===== src/rtl/core/pcs_pkg.sv =====
// Package for the percentile contrast stretch block.
// Transaction types, sizes, constants and the control state type.
// No dependencies.
`timescale 1ns / 1ps
package pcs_pkg;

  localparam int SAMPLE_BITS = 16;
  localparam int BIN_AW      = SAMPLE_BITS;
  localparam int CNT_W       = 19;
  localparam int CLIP_W      = 14;
  localparam int LEVEL_W     = 17;
  localparam int DIV_NW      = 33;
  localparam int DIV_DW      = 17;
  localparam int STEP_W      = 6;

  // rank = floor(p / 10000) = floor(floor(p / 16) / 625), exact reciprocal for 29-bit p / 16
  localparam int RANK_PW  = CNT_W + CLIP_W;
  localparam int RECIP_W  = 30;
  localparam int RECIP_SH = 39;
  localparam int RANK_MW  = RANK_PW - 4 + RECIP_W;
  localparam int RANK_QW  = RANK_MW - RECIP_SH;

  localparam logic [CNT_W-1:0]   MAX_SAMPLES = CNT_W'(262144);
  localparam logic [RECIP_W-1:0] RECIP_625   = RECIP_W'(879609303);
  localparam logic [15:0]        FULL_SCALE  = 16'd65280;
  localparam logic [CLIP_W-1:0]  CLIP_RESET  = CLIP_W'(100);

  localparam logic KIND_COLLECT = 1'b0;
  localparam logic KIND_MAP     = 1'b1;
  localparam logic CFG_LOW      = 1'b0;
  localparam logic CFG_HIGH     = 1'b1;

  typedef struct packed {
    logic               kind;
    logic signed [15:0] sample;
    logic               last;
  } in_t;

  typedef struct packed {
    logic signed [LEVEL_W-1:0] level;
    logic                      last_res;
  } out_t;

  typedef enum logic [3:0] {
    S_IDLE,
    S_COL,
    S_R1,
    S_R1W,
    S_R2,
    S_R2W,
    S_R2C,
    S_SWEEP,
    S_MAP,
    S_MAPW,
    S_OUT,
    S_CLR
  } state_t;

endpackage


===== src/rtl/core/pcs_div.sv =====
// Serial restoring divider, one quotient bit per cycle.
// Uses pcs_pkg for operand widths.
`timescale 1ns / 1ps
module pcs_div import pcs_pkg::*; (
  input  logic              clk,
  input  logic              rst,
  input  logic              start,
  input  logic [DIV_NW-1:0] num,
  input  logic [DIV_DW-1:0] den,
  output logic              done,
  output logic [DIV_NW-1:0] quo
);

  logic              busy;
  logic [STEP_W-1:0] step;
  logic [DIV_DW-1:0] dvs;
  logic [DIV_DW-1:0] rem;
  logic [DIV_DW:0]   rem_sh;
  logic              fits;

  assign rem_sh = {rem, quo[DIV_NW-1]};
  assign fits   = rem_sh >= {1'b0, dvs};

  always_ff @(posedge clk) begin
    if (rst) begin
      busy <= 1'b0;
      done <= 1'b0;
      step <= '0;
    end else begin
      done <= busy && !start && (step == STEP_W'(DIV_NW - 1));
      if (start) begin
        busy <= 1'b1;
        step <= '0;
      end else if (busy) begin
        step <= step + 1'b1;
        if (step == STEP_W'(DIV_NW - 1)) busy <= 1'b0;
      end
    end
  end

  always_ff @(posedge clk) begin
    if (start) begin
      quo <= num;
      dvs <= den;
      rem <= '0;
    end else if (busy) begin
      rem <= fits ? DIV_DW'(rem_sh - {1'b0, dvs}) : rem_sh[DIV_DW-1:0];
      quo <= {quo[DIV_NW-2:0], fits};
    end
  end

endmodule


===== config.mk =====
export PLATFORM = sky130hd
export DESIGN_NAME = pcs_div
export DESIGN_NICKNAME = d
export VERILOG_FILES = /design/src/rtl/core/pcs_pkg.sv /design/src/rtl/core/pcs_div.sv
export SDC_FILE = /design/constraint.sdc
export NUM_CORES = 1
export LEC_CHECK = 0
export ABC_AREA = 1
export BUFFER_PORTS_ARGS = -buffer_cell sky130_fd_sc_hd__clkbuf_2
export CAP_MARGIN = 20
export CORE_MARGIN = 5
export CORE_UTILIZATION = 45
export CTS_CLUSTER_SIZE = 40
export DETAILED_ROUTE_END_ITERATION = 8
export PLACE_DENSITY_LB_ADDON = 0.2
export RECOVER_POWER = 100
export SYNTH_ARGS = -nofsm -noshare
export SYNTH_HDL_FRONTEND = slang
export SYNTH_SLANG_ARGS = --single-unit

===== constraint.sdc =====
create_clock -name clk -period 3 [get_ports clk]
set_input_delay 0.15 -clock clk [delete_from_list [all_inputs] [get_ports clk]]
set_output_delay 0.15 -clock clk [all_outputs]
set_load 0.05 [all_outputs]

==> results of run 1 <==
cell usage in the layout, fill, tap and decap left out, types with 11 or more instances in the layout:
cell type	instances
a21oi_1	15
clkbuf_1	36
clkbuf_2	53
dfxtp_1	25
dlygate4sd3_1	18
edfxtp_1	50
ha_1	19
inv_1	73
nand2_1	221
nand3_1	38
nor2_1	21
o21ai_0	11
per-stage QoR:
step	power (µW)	cell area (µm²)	utilization, %	worst slack, ns	hold WS [ns]
finish	2650	5160	55.9	0.496	0.0589
global route	2770	5160	55.9	0.301	0.0428
CTS	2690	5220	56.5	0.736	0.0398
detailed placement	1710	4790	51.9	0.760	0.329
global placement	1700	4790	51.9	0.830	0.328
floorplan	1570	4260	-	0.783	0.227
state kept, by name (all words and copies together), names as in the netlist:
| signal | cells |
|---|---|
| dvs | 17 |
| done | 1 |
| quo | 33 |
| rem | 17 |
| busy | 1 |
| step | 6 |
worst max path at each step:
stage / slack [ns] / cells after the start / from / to
3_3_place_gp: 0.83 / 11 / quo[32]$_DFFE_PP_ / rem[15]$_SDFFE_PP0P_
2_1_floorplan: 0.78 / 10 / quo[32]$_DFFE_PP_ / quo[0]$_DFFE_PP_
3_5_place_dp: 0.76 / 11 / quo[32]$_DFFE_PP_ / rem[2]$_SDFFE_PP0P_
6_report: 0.50 / 11 / quo[32]$_DFFE_PP_ / rem[0]$_SDFFE_PP0P_
4_1_cts: 0.74 / 11 / quo[32]$_DFFE_PP_ / rem[2]$_SDFFE_PP0P_
5_1_grt: 0.30 / 11 / quo[32]$_DFFE_PP_ / rem[4]$_SDFFE_PP0P_
logic make-up after synthesis:
family          count (synthesis)  synth area share [%]
simple gates                  315                  31.9
compound gates                 33                  4.23
xor+xnor                        7                  1.44
buf+inv                        89                  9.37
flops                          75                  47.0
fa+ha+maj                      20                  6.05
layer usage:
| layer | vias up | global-route usage (%) |
|---|---|---|
| met5 | - | 0 |
| met4 | 0 | 5.66 |
| met3 | 10 | 6.36 |
| met2 | 94 | 27.6 |
| met1 | 1647 | 23.1 |
| li1 | 1930 | - |
power by group through the flow:
stage                     Combinational [µW]  Sequential (µW)  Clock (µW)
after floorplan                          171             1400           0
after detailed placement                 463             1240           0
after global placement                   459             1240           0
after global routing                     509             1230        1040
after CTS                                482             1220         990
final                                    464             1220         965
layout make-up:
class | count | share of cell area (%)
Sequential cell | 75 | 38.8
Multi-Input combinational cell | 375 | 36.0
Timing Repair Buffer | 111 | 11.8
Inverter | 76 | 5.52
Tap cell | 129 | 3.13
Clock buffer | 9 | 2.40
Clock inverter | 7 | 2.37
worst max-delay path: cells and delay by family, from the launching register on:
| kind | cells | cell delay (ns) |
|---|---|---|
| AND/OR/NAND/NOR | 6 | 1.26 |
| adder cells (fa/ha/maj) | 2 | 0.56 |
| flip-flops | 1 | 0.40 |
| buffers and inverters | 2 | 0.15 |
| AO/OA/AOI/OAI | 1 | 0.07 |
what timing repair did:
item | in CTS | in global routing
hold buffers | 18 | 0
setup buffers | 0 | 0
endpoints found under the hold margin | 18 | 0
==> impl_metrics.yaml, run 1 <==
run_status:
  status: "completed"
drt:
  dr.pass1.iters: 4
  wl_per_cell_um: 12.4
  routed-via-count: 3681
  ant_nets: 0
  wl_met2_mm: 4.44
  via_per_inst: 4.71
  route.detailed.drc: 0
  highest_layer: "met4"
  wl_mm: 9.68
  dr.first_iter.drc_count: 179
  met3_length_um: 691
  wl_met1_mm: 4.43
setup_path:
  path_class: "reg -> reg"
  crit_required_ns: 3.26
  critPathLaunchType: "register"
  cpPeakStageDelay_ns: 0.45
  worstRegToRegCells: 11
  cp-end-kind: "register"
  r2r-end: "rem[0]$_SDFFE_PP0P_"
  worstPathMaxFanout: 16
  reg2reg_from: "quo[32]$_DFFE_PP_"
  path_cells: "inv_1 -> ha_1 -> inv_1 -> fa_1 -> nand3_1 -> nand3_2 -> nand2_1 -> nand2_2 -> nand2_1 -> nand3_1 -> o21ai_0"
  slowest_stage: "nand2_1"
  arrival_ns: 2.77
  r2r_slack_ns: 0.50
synthesis:
  synth_fp_nets: 612
  avgSynthCellArea_um2: 7.91
  synthFlopType: "edfxtp_1"
  synthCells: 539
  synthDistinctLibCells: 35
  synth-seq-cells: 75
  synth_edf_count: 50
  yosysTopAreaCellShare_pct: 35.2
  yosysWarningCount: 0
  ys_seq_area_share_pct: 47.0
  yosys-top-cells-area: "edfxtp_1, nand2_1, dfxtp_1, inv_1, ha_1"
  synthTopCellsByCount: "nand2_1, inv_1, edfxtp_1, nand3_1, dfxtp_1"
  yosys.area.top_type: "edfxtp_1"
  yosys.cell_count.top_type: "nand2_1"
  async_reset_ff_share_pct: 0
  synthesis.area_um2: 4260
hold_path:
  hp-class: "in -> reg"
  hold_start: "num[4]"
  hold_path_end: "quo[4]$_DFFE_PP_"
  min_path_cells: 3
cells_and_area:
  n_antenna_cell: 0
  drive_gt1_share_pct: 14.7
  seq_area_um2: 2000
  num-nets-final: 721
  syn2layout_area_growth_pct: 21.2
  fill_cells: 926
  fin_cells: 782
  multi_input_area_um2: 1860
floorplan:
  die_y_um: 107
  die_width_um: 107
  dieArea_um2: 11500
  start_util_pct: 46.1
  coreArea_um2: 9240
  boundaryPins: 87
  fp-row-count: 35
grt:
  grt_pass1_wl_mm: 16.3
  grt_antenna_before_repair: 0
  grt_usage_pct: 17.8
  grt_max_degree: 43
  grt_pass1_vias: 3492
  grt_overflow: 0
pwr:
  p_seq_share_pct: 46.1
  ir_drop_v: 0.000404
  clockPowerShare_pct: 36.4
  power_density_nw_per_um2: 513
  switching_share_pct: 29.4
  intPower_uw: 1870
  switchingPower_uw: 778
  pwr-share-comb_pct: 17.5
  power_leakage_uw: 0.00262
timing:
  rsz0062_at_grt: "no"
  maxSlewViolCount: 0
  fmax_mhz: 399
  setup_violations: 0
  tightest_slew_ns: 1.41
  skew_ns: 0.00719
  finalCriticalPeriod_ns: 2.50
  hold_viol: 0
  period_share_pct: 83.5
  setup_tns_ns: 0
  relSlewSlack_pct: 5.90
cts:
  insertion_delay_ns: 0.35
  cts_tree: "built"
  htree_levels: 3
  clk_pin_slew_worst_paths_ns: 0.09
  root_buffer: "clkbuf_8"
  cts.sinks: 75
  cts_buffer_depth: 2
  numCtsBuffers: 9
  cts_resized: 0
placement:
  gp_congestion: 0.890
  io_buffers: 86
  dp.cells: 748
  dp_hpwl_mm: 7.30
job:
  cap_violations: 0
(Power assumes the default switching activity.)
==> run 2: changes to the inputs <==
==> constraint.sdc (replaced) <==
create_clock -name clk -period 2.1 [get_ports clk]
set_input_delay 0.105 -clock clk [delete_from_list [all_inputs] [get_ports clk]]
set_output_delay 0.105 -clock clk [all_outputs]
set_load 0.05 [all_outputs]
==> run 2 against run 1 <==
  * Critical endpoint is now rem[14]$_SDFFE_PP0P_
  * Worst hold slack worse by 0.039 ns
  * Setup slack got worse by 0.39 ns
  * Combinational power increased by 45%
  * Via count is 1.5% higher
  * Core utilization grew 0.12 points
  * Highest routed layer unchanged
  * Routed wire length is 4.9% higher
  * Clock skew rose by 0.0021 ns
  * Fmax is 25% higher
==> impl_metrics.yaml, run 2 (synthesis results as in run 1) <==
run_status:
  status: "completed"
job:
  cap_violations: 0
cells_and_area:
  syn2layout_area_growth_pct: 21.4
  fill_cells: 896
  num-nets-final: 726
  drive_gt1_share_pct: 16.1
  post-route-util_pct: 56.0
  final_cell_mix: "nand2_1, inv_1, clkbuf_2"
  reg_top3: "quo: 33 flops, dvs: 17 flops, rem: 17 flops"
  n_antenna_cell: 0
  largest_reg_flops: 33
  regMostFlops: "quo"
  fin_cells: 787
  design_area_um2: 5170
  final_common_cell: "nand2_1"
pwr:
  power_density_nw_per_um2: 684
  power_leakage_uw: 0.00263
  ir_drop_v: 0.000436
  p_total_uw: 3540
hold_path:
  min_path_cells: 3
  hp-class: "in -> reg"
  hold_start: "num[24]"
  hold_path_end: "quo[24]$_DFFE_PP_"
placement:
  io_buffers: 86
  dp.cells: 753
  place_area_um2: 4840
  gp_congestion: 0.873
  dp_hpwl_mm: 7.60
cts:
  root_buffer: "clkbuf_8"
  htree_levels: 3
  cts_tree: "built"
  insertion_delay_ns: 0.35
  cts.sinks: 75
  cts_buffer_depth: 2
  numCtsBuffers: 9
  clk_pin_slew_worst_paths_ns: 0.08
drt:
  wl_per_cell_um: 12.9
  dr.pass1.iters: 4
  route.detailed.drc: 0
  wl_mm: 10.2
  routed-via-count: 3737
  via_per_inst: 4.75
  dr.first_iter.drc_count: 172
  ant_nets: 0
setup_path:
  crit_required_ns: 2.35
  r2r-end: "rem[14]$_SDFFE_PP0P_"
  reg2reg_from: "dvs[9]$_DFFE_PP_"
  path_class: "reg -> reg"
  arrival_ns: 2.25
  cp-end-kind: "register"
  critPathLaunchType: "register"
  r2r_slack_ns: 0.10
  worstPathMaxFanout: 9
  worstRegToRegCells: 13
grt:
  grt_pass1_vias: 3743
  grt_overflow: 0
  grt_antenna_before_repair: 0
  grt_max_degree: 37
  grt_usage_pct: 18.6
  grt_pass1_wl_mm: 17.1
floorplan:
  boundaryPins: 87
  dieArea_um2: 11500
  coreArea_um2: 9240
  start_util_pct: 46.1
  fp-row-count: 35
  die_width_um: 107
  die_y_um: 107
timing:
  relSlewSlack_pct: 52.6
  fmax_mhz: 501
  maxSlewViolCount: 0
  finalCriticalPeriod_ns: 2.00
  tightest_slew_ns: 0.711
  setup_violations: 0
  skew_ns: 0.00930
  rsz0062_at_grt: "yes"
  period_share_pct: 95.1
  hold_viol: 0
  setup_tns_ns: 0
## run 2: changes by cell type in the layout (fill, tap and decap cells not counted), moves of 2 or more
| cell | change |
|---|---|
| o21ai_1 | +3 |
| o21ai_0 | -3 |
| clkinv_2 | +2 |
| bufinv_16 | -2 |
| buf_4 | +2 |
| buf_6 | +2 |
| clkbuf_2 | +3 |
## run 2: critical path, stage by stage, from the launching register on
cell and delay (ns):
edfxtp_1 0.35, inv_1 0.05, ha_1 0.35, nand2_2 0.11
inv_2 0.05, a21oi_2 0.23, nand3_2 0.14, nand2_2 0.12
buf_4 0.21, nand3_1 0.09, nand2_1 0.06, inv_1 0.04
nand2_1 0.05, nand2_1 0.05
## run 2: area by class of cell
class                      count  area [µm²]  share of cell area, %
sequential                    75        2000                   38.7
multi-input combinational    375        1880                   36.3
timing repair buffer         116         656                   12.7
inverter                      76         285                   5.51
tap                          129         161                   3.12
clock buffer                  10         128                   2.47
clock inverter                 6        65.1                   1.26
## run 2: metrics by stage
| step | worst slack, ns | hold WS (ns) |
|---|---|---|
| final | 0.103 | 0.0197 |
| after global routing | -0.00316 | 0.0221 |
| after CTS | 0.136 | 0.0127 |
| after detailed placement | 0.159 | 0.284 |
| after global placement | 0.185 | 0.282 |
| after floorplan | -0.0342 | 0.182 |
## run 2: timing repair
action	4_1_cts	5_1_grt
endpoints found under the setup margin	0	16
endpoints found under the hold margin	18	0
buffers inserted	0	0
hold buffers	18	0
gates resized for setup	0	4
## run 2: worst max-delay path by stage
stage | startpoint | end | slack (ns) | depth (start not counted)
finish | dvs[9]$_DFFE_PP_ | rem[14]$_SDFFE_PP0P_ | 0.10 | 13
global route | dvs[4]$_DFFE_PP_ | rem[15]$_SDFFE_PP0P_ | -0.003 | 15
CTS | dvs[7]$_DFFE_PP_ | rem[14]$_SDFFE_PP0P_ | 0.14 | 13
detailed placement | dvs[7]$_DFFE_PP_ | rem[14]$_SDFFE_PP0P_ | 0.16 | 13
global placement | dvs[11]$_DFFE_PP_ | rem[9]$_SDFFE_PP0P_ | 0.18 | 13
floorplan | quo[32]$_DFFE_PP_ | quo[0]$_DFFE_PP_ | -0.03 | 10
## run 2: routing by layer
layer / GRT usage, % / vias to the layer above / wire (µm)
met5: 0 / - / 0
met2: 30.0 / 98 / 4560
li1: - / 1933 / -
met4: 5.11 / 0 / 116
met1: 24.1 / 1697 / 4820
met3: 5.82 / 9 / 655
## run 2: report_power, final
group          total (µW)  internal, µW  switching [µW]
sequential           1740          1690            51.9
combinational         673           187             486
clock                1120           552             572
total                3540          2430            1110
